==> src/hdl/ctt_pkg.sv <==
// Shared types and constants of the client topic table.
package ctt_pkg;

    localparam int MODE_W      = 3;
    localparam int TOPIC_W     = 16;
    localparam int FLAGS_W     = 8;
    localparam int S_TDATA_W   = 32;
    localparam int M_TDATA_W   = 8;
    localparam int REQ_BITS    = MODE_W + TOPIC_W + FLAGS_W;
    localparam logic [TOPIC_W-1:0] RESET_MARKER = 16'hFFFF;

    typedef enum logic [MODE_W-1:0] {
        MODE_ADD_SUB   = 3'd0,
        MODE_ADD_PUB   = 3'd1,
        MODE_DEL_SUB   = 3'd2,
        MODE_QUERY_SUB = 3'd3,
        MODE_CLEAR_ALL = 3'd4
    } mode_t;

    typedef enum logic {
        ST_IDLE   = 1'b0,
        ST_UPDATE = 1'b1
    } state_t;

    // controller -> datapath
    typedef struct packed {
        logic capture;   // latch request and match vectors
        logic commit;    // apply table update and load result
    } ctt_cmd_t;

    // datapath -> controller
    typedef struct packed {
        logic out_busy;  // result register full and not taken this cycle
    } ctt_sts_t;

endpackage

==> src/hdl/ctt_ctrl.sv <==
// Request sequencer of the client topic table.
module ctt_ctrl (
    input  logic              aclk,
    input  logic              aresetn,
    input  logic              s_tvalid,
    output logic              s_tready,
    input  ctt_pkg::ctt_sts_t sts,
    output ctt_pkg::ctt_cmd_t cmd
);
    import ctt_pkg::*;

    state_t state_reg, state_next;

    always_ff @(posedge aclk) begin
        if (!aresetn) begin
            state_reg <= ST_IDLE;
        end else begin
            state_reg <= state_next;
        end
    end

    always_comb begin
        state_next = state_reg;
        case (state_reg)
            ST_IDLE: begin
                if (s_tvalid) begin
                    state_next = ST_UPDATE;
                end
            end
            ST_UPDATE: begin
                if (!sts.out_busy) begin
                    state_next = ST_IDLE;
                end
            end
            default: state_next = ST_IDLE;
        endcase
    end

    always_comb begin
        s_tready    = 1'b0;
        cmd.capture = 1'b0;
        cmd.commit  = 1'b0;
        case (state_reg)
            ST_IDLE: begin
                s_tready    = 1'b1;
                cmd.capture = s_tvalid;
            end
            ST_UPDATE: begin
                cmd.commit = !sts.out_busy;
            end
            default: ;
        endcase
    end

endmodule

==> src/hdl/ctt_datapath.sv <==
// Topic tables, parallel id compare, update logic and result register.
module ctt_datapath #(
    parameter int ENTRIES = 16
) (
    input  logic                           aclk,
    input  logic                           aresetn,
    input  logic [ctt_pkg::REQ_BITS-1:0]   req,
    input  logic                           cfg_we,
    input  logic [ctt_pkg::TOPIC_W-1:0]    cfg_data,
    input  ctt_pkg::ctt_cmd_t              cmd,
    output ctt_pkg::ctt_sts_t              sts,
    output logic                           m_tvalid,
    input  logic                           m_tready,
    output logic                           res_accepted,
    output logic                           res_present
);
    import ctt_pkg::*;

    logic [TOPIC_W-1:0] free_marker_reg;

    logic [TOPIC_W-1:0] sub_ids_reg   [ENTRIES];
    logic [TOPIC_W-1:0] sub_ids_next  [ENTRIES];
    logic [FLAGS_W-1:0] sub_flags_reg [ENTRIES];
    logic [FLAGS_W-1:0] sub_flags_next[ENTRIES];
    logic [TOPIC_W-1:0] pub_ids_reg   [ENTRIES];
    logic [TOPIC_W-1:0] pub_ids_next  [ENTRIES];

    logic [MODE_W-1:0]  mode_reg;
    logic [TOPIC_W-1:0] tid_reg;
    logic [FLAGS_W-1:0] flags_reg;

    logic [ENTRIES-1:0] sub_hit_reg, sub_free_reg, pub_hit_reg, pub_free_reg;
    logic [ENTRIES-1:0] sub_hit_cmp, sub_free_cmp, pub_hit_cmp, pub_free_cmp;
    logic [ENTRIES-1:0] sub_hit_oh, sub_free_oh, pub_free_oh;

    logic m_tvalid_reg, m_tvalid_next;
    logic acc_reg, acc_next;
    logic pres_reg, pres_next;

    logic [TOPIC_W-1:0] req_tid;
    assign req_tid = req[MODE_W +: TOPIC_W];

    // compare every entry against the incoming id and the free marker
    always_comb begin
        for (int i = 0; i < ENTRIES; i++) begin
            sub_hit_cmp[i]  = (sub_ids_reg[i] == req_tid);
            sub_free_cmp[i] = (sub_ids_reg[i] == free_marker_reg);
            pub_hit_cmp[i]  = (pub_ids_reg[i] == req_tid);
            pub_free_cmp[i] = (pub_ids_reg[i] == free_marker_reg);
        end
    end

    // lowest set bit of each vector
    assign sub_hit_oh  = sub_hit_reg  & (~sub_hit_reg  + ENTRIES'(1));
    assign sub_free_oh = sub_free_reg & (~sub_free_reg + ENTRIES'(1));
    assign pub_free_oh = pub_free_reg & (~pub_free_reg + ENTRIES'(1));

    always_comb begin
        sub_ids_next   = sub_ids_reg;
        sub_flags_next = sub_flags_reg;
        pub_ids_next   = pub_ids_reg;
        acc_next       = acc_reg;
        pres_next      = pres_reg;
        if (cmd.commit) begin
            acc_next  = 1'b0;
            pres_next = 1'b0;
            case (mode_t'(mode_reg))
                MODE_ADD_SUB: begin
                    pres_next = |sub_hit_reg;
                    acc_next  = (|sub_hit_reg) || (|sub_free_reg);
                    for (int i = 0; i < ENTRIES; i++) begin
                        if (|sub_hit_reg) begin
                            if (sub_hit_oh[i]) begin
                                sub_flags_next[i] = flags_reg;
                            end
                        end else if (sub_free_oh[i]) begin
                            sub_ids_next[i]   = tid_reg;
                            sub_flags_next[i] = flags_reg;
                        end
                    end
                end
                MODE_ADD_PUB: begin
                    pres_next = |pub_hit_reg;
                    acc_next  = (|pub_hit_reg) || (|pub_free_reg);
                    for (int i = 0; i < ENTRIES; i++) begin
                        if (!(|pub_hit_reg) && pub_free_oh[i]) begin
                            pub_ids_next[i] = tid_reg;
                        end
                    end
                end
                MODE_DEL_SUB: begin
                    pres_next = |sub_hit_reg;
                    acc_next  = 1'b1;
                    for (int i = 0; i < ENTRIES; i++) begin
                        if (sub_hit_oh[i]) begin
                            sub_ids_next[i]   = free_marker_reg;
                            sub_flags_next[i] = '0;
                        end
                    end
                end
                MODE_QUERY_SUB: begin
                    pres_next = |sub_hit_reg;
                    acc_next  = 1'b1;
                end
                MODE_CLEAR_ALL: begin
                    acc_next = 1'b1;
                    for (int i = 0; i < ENTRIES; i++) begin
                        sub_ids_next[i] = free_marker_reg;
                        pub_ids_next[i] = free_marker_reg;
                    end
                end
                default: ;
            endcase
        end
    end

    always_comb begin
        m_tvalid_next = m_tvalid_reg;
        if (cmd.commit) begin
            m_tvalid_next = 1'b1;
        end else if (m_tready) begin
            m_tvalid_next = 1'b0;
        end
    end

    always_ff @(posedge aclk) begin
        if (!aresetn) begin
            free_marker_reg <= RESET_MARKER;
            m_tvalid_reg    <= 1'b0;
            for (int i = 0; i < ENTRIES; i++) begin
                sub_ids_reg[i]   <= RESET_MARKER;
                sub_flags_reg[i] <= '0;
                pub_ids_reg[i]   <= RESET_MARKER;
            end
        end else begin
            if (cfg_we) begin
                free_marker_reg <= cfg_data;
            end
            m_tvalid_reg  <= m_tvalid_next;
            sub_ids_reg   <= sub_ids_next;
            sub_flags_reg <= sub_flags_next;
            pub_ids_reg   <= pub_ids_next;
        end
    end

    // request, match vectors and result bits, payload only
    always_ff @(posedge aclk) begin
        if (cmd.capture) begin
            mode_reg     <= req[MODE_W-1:0];
            tid_reg      <= req_tid;
            flags_reg    <= req[MODE_W+TOPIC_W +: FLAGS_W];
            sub_hit_reg  <= sub_hit_cmp;
            sub_free_reg <= sub_free_cmp;
            pub_hit_reg  <= pub_hit_cmp;
            pub_free_reg <= pub_free_cmp;
        end
        acc_reg  <= acc_next;
        pres_reg <= pres_next;
    end

    assign sts.out_busy  = m_tvalid_reg && !m_tready;
    assign m_tvalid      = m_tvalid_reg;
    assign res_accepted  = acc_reg;
    assign res_present   = pres_reg;

endmodule

==> src/hdl/client_topic_table_unit.sv <==
// Top level of the client topic table: controller, datapath and ports.
//
// Keeps one client's subscribe table (topic id + flag byte) and publish table
// (topic id), ENTRIES deep each, in flip-flops. An entry is free when its id
// equals the free_marker register (reset 0xFFFF). Each request item is checked
// against every entry of both tables in parallel in the cycle it is accepted;
// the update state then picks the lowest match or lowest free entry, updates
// the table and loads the result register. When the result is taken at once,
// an item passes the accept cycle (compare) and then the update cycle.
// A result that is not taken holds the next item in its update cycle until
// the result register frees up; a new item is accepted while a result waits.
// Modes: add subscribe, add publish, delete subscribe, query subscribe,
// clear all; codes 5 to 7 change nothing and give accepted 0, was_present 0.
// Write free_marker only while no item is in flight.
module client_topic_table_unit #(
    parameter int ENTRIES = 16
) (
    input  logic        aclk,
    input  logic        aresetn,
    // request items
    input  logic        s_tvalid,
    output logic        s_tready,
    input  logic [31:0] s_tdata,   // [2:0] mode, [18:3] topic, [26:19] sub_flags
    // result items
    output logic        m_tvalid,
    input  logic        m_tready,
    output logic [7:0]  m_tdata,   // [0] accepted, [1] was_present
    // free marker register write
    input  logic        cfg_valid,
    output logic        cfg_ready,
    input  logic [15:0] cfg_data
);
    import ctt_pkg::*;

    ctt_cmd_t cmd;
    ctt_sts_t sts;
    logic     res_accepted;
    logic     res_present;

    ctt_ctrl u_ctrl (
        .aclk     (aclk),
        .aresetn  (aresetn),
        .s_tvalid (s_tvalid),
        .s_tready (s_tready),
        .sts      (sts),
        .cmd      (cmd)
    );

    ctt_datapath #(
        .ENTRIES (ENTRIES)
    ) u_dp (
        .aclk         (aclk),
        .aresetn      (aresetn),
        .req          (s_tdata[REQ_BITS-1:0]),
        .cfg_we       (cfg_valid && cfg_ready),
        .cfg_data     (cfg_data),
        .cmd          (cmd),
        .sts          (sts),
        .m_tvalid     (m_tvalid),
        .m_tready     (m_tready),
        .res_accepted (res_accepted),
        .res_present  (res_present)
    );

    // register write always taken
    assign cfg_ready = 1'b1;
    assign m_tdata   = {6'b0, res_present, res_accepted};

endmodule

==> config.mk <==
export PLATFORM = sky130hd
export DESIGN_NAME = client_topic_table_unit
export DESIGN_NICKNAME = d
export VERILOG_FILES = /design/src/hdl/ctt_pkg.sv /design/src/hdl/ctt_ctrl.sv /design/src/hdl/ctt_datapath.sv /design/src/hdl/client_topic_table_unit.sv
export SDC_FILE = /design/constraint.sdc
export NUM_CORES = 2
export LEC_CHECK = 0
export ABC_AREA = 0
export BUFFER_PORTS_ARGS = -buffer_cell sky130_fd_sc_hd__buf_2
export CORE_ASPECT_RATIO = 0.5
export CORE_MARGIN = 3
export CORE_UTILIZATION = 58
export CTS_CLUSTER_DIAMETER = 200
export DETAILED_ROUTE_END_ITERATION = 6
export PLACE_DENSITY = 0.79
export SLEW_MARGIN = 20
export SYNTH_ARGS = -nofsm -noshare
export SYNTH_HDL_FRONTEND = slang
export SYNTH_SLANG_ARGS = --single-unit
==> constraint.sdc <==
create_clock -name aclk -period 4.35 [get_ports aclk]
set_input_delay 0.435 -clock aclk [delete_from_list [all_inputs] [get_ports aclk]]
set_output_delay 0.435 -clock aclk [all_outputs]
set_load 0.1 [all_outputs]
Word-level counts from Yosys, hierarchy flattened

Cells that the tools add are included.

Bits in registers: 615
Input port bits: 53
Output and inout bits: 11
Word-level logic and storage cells: 310

Add/subtract/negate cells: 3
Equal/unequal tests: 117
Muxes and demuxes: 76
Bitwise logic cells: 7
Reduce and logical (&&, ||, !) cells: 64

Operators by type and width:

| cell                                                                    | count |
|---|---|
| 16-bit == test                                                          | 64 |
| 16-bit two-way mux                                                      | 64 |
| 256-bit case mux with 3 select lines                                    | 1 |
| 256-bit case mux with 2 select lines                                    | 1 |
| 2-bit by 1-bit inequality test with 1-bit output, second input constant | 48 |
| 5-bit AND reduction                                                     | 16 |
| 16-bit OR reduction                                                     | 4 |
| 16-bit by 1-bit adder with 16-bit output, second input constant         | 3 |
| 16-bit bitwise AND                                                      | 3 |
| 16-bit NOT                                                              | 3 |
| 3-bit AND reduction                                                     | 16 |
| 1-bit logical AND                                                       | 17 |
| 1-bit two-way mux                                                       | 7 |
| 3-bit by 2-bit == test with 1-bit output, second input constant         | 2 |
| 3-bit OR reduction                                                      | 2 |
| 1-bit case mux with 2 select lines                                      | 2 |
| 2-bit nonzero test                                                      | 2 |
| 3-bit by 1-bit == test with 1-bit output, second input constant         | 1 |
| 3-bit == test, second input constant                                    | 1 |
| 1-bit zero test                                                         | 3 |
| 3-bit zero test                                                         | 1 |
| 1-bit case mux with 3 select lines                                      | 1 |
| 3-bit nonzero test                                                      | 1 |
| 1-bit logical OR                                                        | 2 |
| other kinds (2)                                                         | 2 |

Logic depth before layout (Yosys ltp)

Depth in word-level cells: 6
Depth in mapped cells: 10
Depth with buffers taken out: 5

By module

Synthesis repeated with hierarchy kept, for this count alone.

Cell total of the unflattened synthesis: 3641
Area, all modules: 34710.8 um2

By module, submodules not included:

| module                  | times used | cells each | area each (um2) | seq. area each (um2) |
|---|---|---|---|---|
| ctt_datapath            | 1          | 3624       | 34588.2         | 13142.6 |
| client_topic_table_unit | 1          | 11         | 75.1            | 0.0 |
| ctt_ctrl                | 1          | 6          | 47.5            | 20.0 |

Worst setup path before layout

Ideal clock, no wire load.

Path kind: input to register
From: in s_tvalid
To: reg u_dp.mode_reg[0], enable pin
Library setup time: 0.535 ns
Arrival time: 4.061 ns
Data required time: 3.815 ns
Slack: -0.246 ns
Cell stages on the path: 1
Path buffers: 0
Path through: nor2b_1

Longest elaborated chain between the ends: 1

Ends and longest elaborated chain:

| item                 | RTL line                      | RTL |
|---|---|---|
| start, declared      | client_topic_table_unit.sv:21 | `input logic s_tvalid,` |
| 1-bit two-way mux    | ctt_ctrl.sv:43                | `case (state_reg)` |
| end signal, assigned | ctt_datapath.sv:149           | `mode_reg <= req[MODE_W-1:0];` |
| end, declared        | ctt_datapath.sv:28            | `logic [MODE_W-1:0] mode_reg;` |

Every way passes these cells.
A chain may end at the register's enable or synchronous reset.

Final worst setup path

From: reg u_dp.pub_hit_reg[12]
To: reg u_dp.pub_ids_reg[90] (netlist bit)

Longest elaborated chain between the ends: 5

Ends and longest elaborated chain:

| item                                                              | RTL line            | RTL |
|---|---|---|
| start, declared                                                   | ctt_datapath.sv:32  | `logic [ENTRIES-1:0] sub_hit_reg, sub_free_reg, pub_hit_reg, pub_free_reg;` |
| start signal, assigned                                            | ctt_datapath.sv:154 | `pub_hit_reg <= pub_hit_cmp;` |
| 16-bit OR reduction                                               | ctt_datapath.sv:86  | `if (!(\|pub_hit_reg) && pub_free_oh[i]) begin` |
| 1-bit zero test                                                   | ctt_datapath.sv:86  |  |
| 1-bit logical AND                                                 | ctt_datapath.sv:86  |  |
| 2-bit by 1-bit inequality test with 1-bit output (no source line) | -                   |  |
| 3-bit AND reduction (no source line)                              | -                   |  |
| end signal, assigned                                              | ctt_datapath.sv:142 | `pub_ids_reg <= pub_ids_next;` |
| end, declared                                                     | ctt_datapath.sv:25  | `logic [TOPIC_W-1:0] pub_ids_reg [ENTRIES];` |

Every way passes these cells.

==> out/metrics.yaml <==
setup_path:
  critPathSlowestCell: "a21oi_2"
  crit_chain: "nor4_1, and4_1, nand3_2, a21oi_2, o221a_1"
  crit_required_ns: 4.89
  crit_path_max_incr_delay_ns: 0.78
  critPathKind: "flop to flop"
  critPathBufInv: 0
  critical-path-top-delay-family: "simple AND/OR/NAND/NOR gates"
  critPathArrivalTime_ns: 4.00
  startpoint_type: "flop"
  cp_max_fo: 17
  worstSetupEndpointType: "flop"
clocking:
  numCtsBuffers: 54
  clockBufferDepth: 3
  cts_tree: "yes"
  clkTransAtPathRegs_ns: 0.07
  hold_buffers: 0
  cts.sinks: 615
  cts_resized: 0
  cts_root_buf: "clkbuf_16"
  htreeDepth: 2
  clkLatencyLatePin_ns: 0.62
  post_cts_buffers: 0
detailed_routing:
  drc: 0
  viasPerCell: 6.87
  antenna_left: 0
  drtPass1Iterations: 6
  wl_per_cell_um: 29.0
  num_vias: 28900
  drt_iter0_drc: 4599
  wirelength_um: 122000
min_path:
  worstHoldPathType: "input pin to flop"
grt:
  use_met2_pct: 54.1
  grt_pass1_vias: 27500
  grt_pass1_wl_um: 176000
  grt_antenna_before_repair: 1
  grt-ovfl-total: 0
  track_usage_pct: 38.1
  gr-max-usage-layer: "met2"
  grt_max_degree: 243
  grtUsageMet3_pct: 12.9
  gr-usage-met1_pct: 50.5
sta:
  finalClockSkew_ns: 0.0283
  setup_violations: 0
  slew_headroom_pct: 13.2
  finalCritPeriodShare_pct: 79.5
  clock.fmax_ghz: 0.289
  fin_crit_ns: 3.46
  final_hold_viol_count: 0
  rsz0062_at_grt: "false"
  finalSetupTns_ns: 0
  setup_slack_ns: 0.891
  report.final.slew_viol_count: 0
  worst_pin_slew_ns: 1.30
placement:
  io_buffers: 43
  place_inst: 4109
  pre_cts_slack_ns: 1.04
  gp_congestion: 0.983
  dpl.hpwl_um: 73600
synth:
  yosys-top-cells-area: "dfxtp_1 31%, xnor2_1 26%, mux2i_1 8.0%"
  synthArstFlopShare_pct: 0
  synth_warnings: 0
  synth_seq_area_share_pct: 38.5
  synth-seq-cells: 615
  yosysTopAreaCell: "dfxtp_1"
  synthFlopType: "dfxtp_1"
  synth_cells: 3506
  synth_commonest_cells: "1025 x xnor2_1, 530 x dfxtp_1, 282 x nor2_1"
  syn_area_sq_um: 34200
  synth_cell_types: 67
  synth_top_area_share_pct: 31.0
  avgSynthCellArea_sq_um: 9.75
  yosysMostFrequentCell: "xnor2_1"
  synth-edff-count: 85
cells_and_area:
  layoutNonFillerInstCount: 4211
  drive_above_1_share_pct: 11.5
  final_net_count: 3450
  multi_input_area_sq_um: 19800
  fillers: 4405
  area.growth.synth_to_final_pct: 8.11
  seq_area_sq_um: 13200
  post-route-util_pct: 63.9
floorplanning:
  design.core.area_sq_um: 57800
  start_util_pct: 59.1
  die_w_um: 349
  ios: 64
  die_h_um: 178
  die_area_sq_um: 62100
  rows: 62
power_and_ir_drop:
  power.total_w: 0.0136
  pwr_density_cell_nw_per_um2: 367
  p_leak_nw: 13.6
  worst_ir_drop_vdd_mv: 0.312
run_status:
  status: "completed"
flow_run:
  cap_violations: 0
-- cell type report --
type	instances	share of cell area, %
sequential	615	35.7
antenna	1	0.00677
inverter	8	0.102
clock buffer	73	4.21
tap	768	2.60
multi-input combinational	2581	53.7
timing repair buffer	137	3.00
clock inverter	28	0.704
-- kinds of logic (layout without fill, tap and decap cells) --
group                     after synthesis  in the layout  share of synthesized area [%]
xor gates and xnor gates             1025           1025                           26.3
and+or+nand+nor                       915            915                           14.3
DFF                                   615            615                           38.5
AOI/OAI and AO/OA                     346            346                           8.60
buffers and inverters                 315            246                           3.81
muxes                                 288            288                           8.49
other                                   2              8                         0.0220
-- cell usage in the layout (no fill, tap or decap), types with 43 or more instances in the layout --
cell type,n
a21oi_1,87
nand4_1,267
buf_4,79
buf_2,43
clkbuf_16,56
nor4_1,95
xnor2_1,1025
dfxtp_1,514
mux2i_1,272
edfxtp_1,85
nor3_1,107
o221a_2,99
nor2_1,280
o22a_1,49
nand2_1,59
-- worst reg2reg max path, cell delays in order (launching register included) --
cell and delay [ns]:
edfxtp_1 0.54, nor4_1 0.67, and4_1 0.60, nand3_2 0.47, a21oi_2 0.78, o221a_1 0.33
-- layer usage --
metal / share of wire [%] / vias to the layer above
met5: 0.065 / -
li1: - / 12100
met1: 38 / 13800
met4: 6.5 / 2
met3: 16 / 584
met2: 40 / 2351
-- where the power goes --
group          internal (W)  leakage (nW)  switching, W
clock               0.00280         0.909       0.00227
combinational      0.000860          7.55       0.00134
sequential          0.00596          5.15      0.000342
-- worst paths after layout --
kind                                 startpoint                                    end  slack (ns)  depth (start not counted)
max              u_dp.pub_hit_reg[12]$_DFFE_PP_      u_dp.pub_ids_reg[90]$_SDFFE_PN1P_        0.89                          5
min                                cfg_data[13]  u_dp.free_marker_reg[13]$_SDFFE_PN1P_        0.02                          3
max reg2reg      u_dp.pub_hit_reg[12]$_DFFE_PP_      u_dp.pub_ids_reg[90]$_SDFFE_PN1P_        0.89                          5
min reg2reg  u_dp.sub_ids_reg[198]$_SDFFE_PN1P_     u_dp.sub_ids_reg[198]$_SDFFE_PN1P_        0.53                          1
-- per-stage QoR --
step	cell area (sq um)	hold slack, ns
floorplan	34200	0.502
global placement	35100	0.508
detailed placement	35100	0.517
CTS	36900	0.0211
global route	36900	0.0315
finish	36900	0.0230
(Power assumes the default switching activity.)
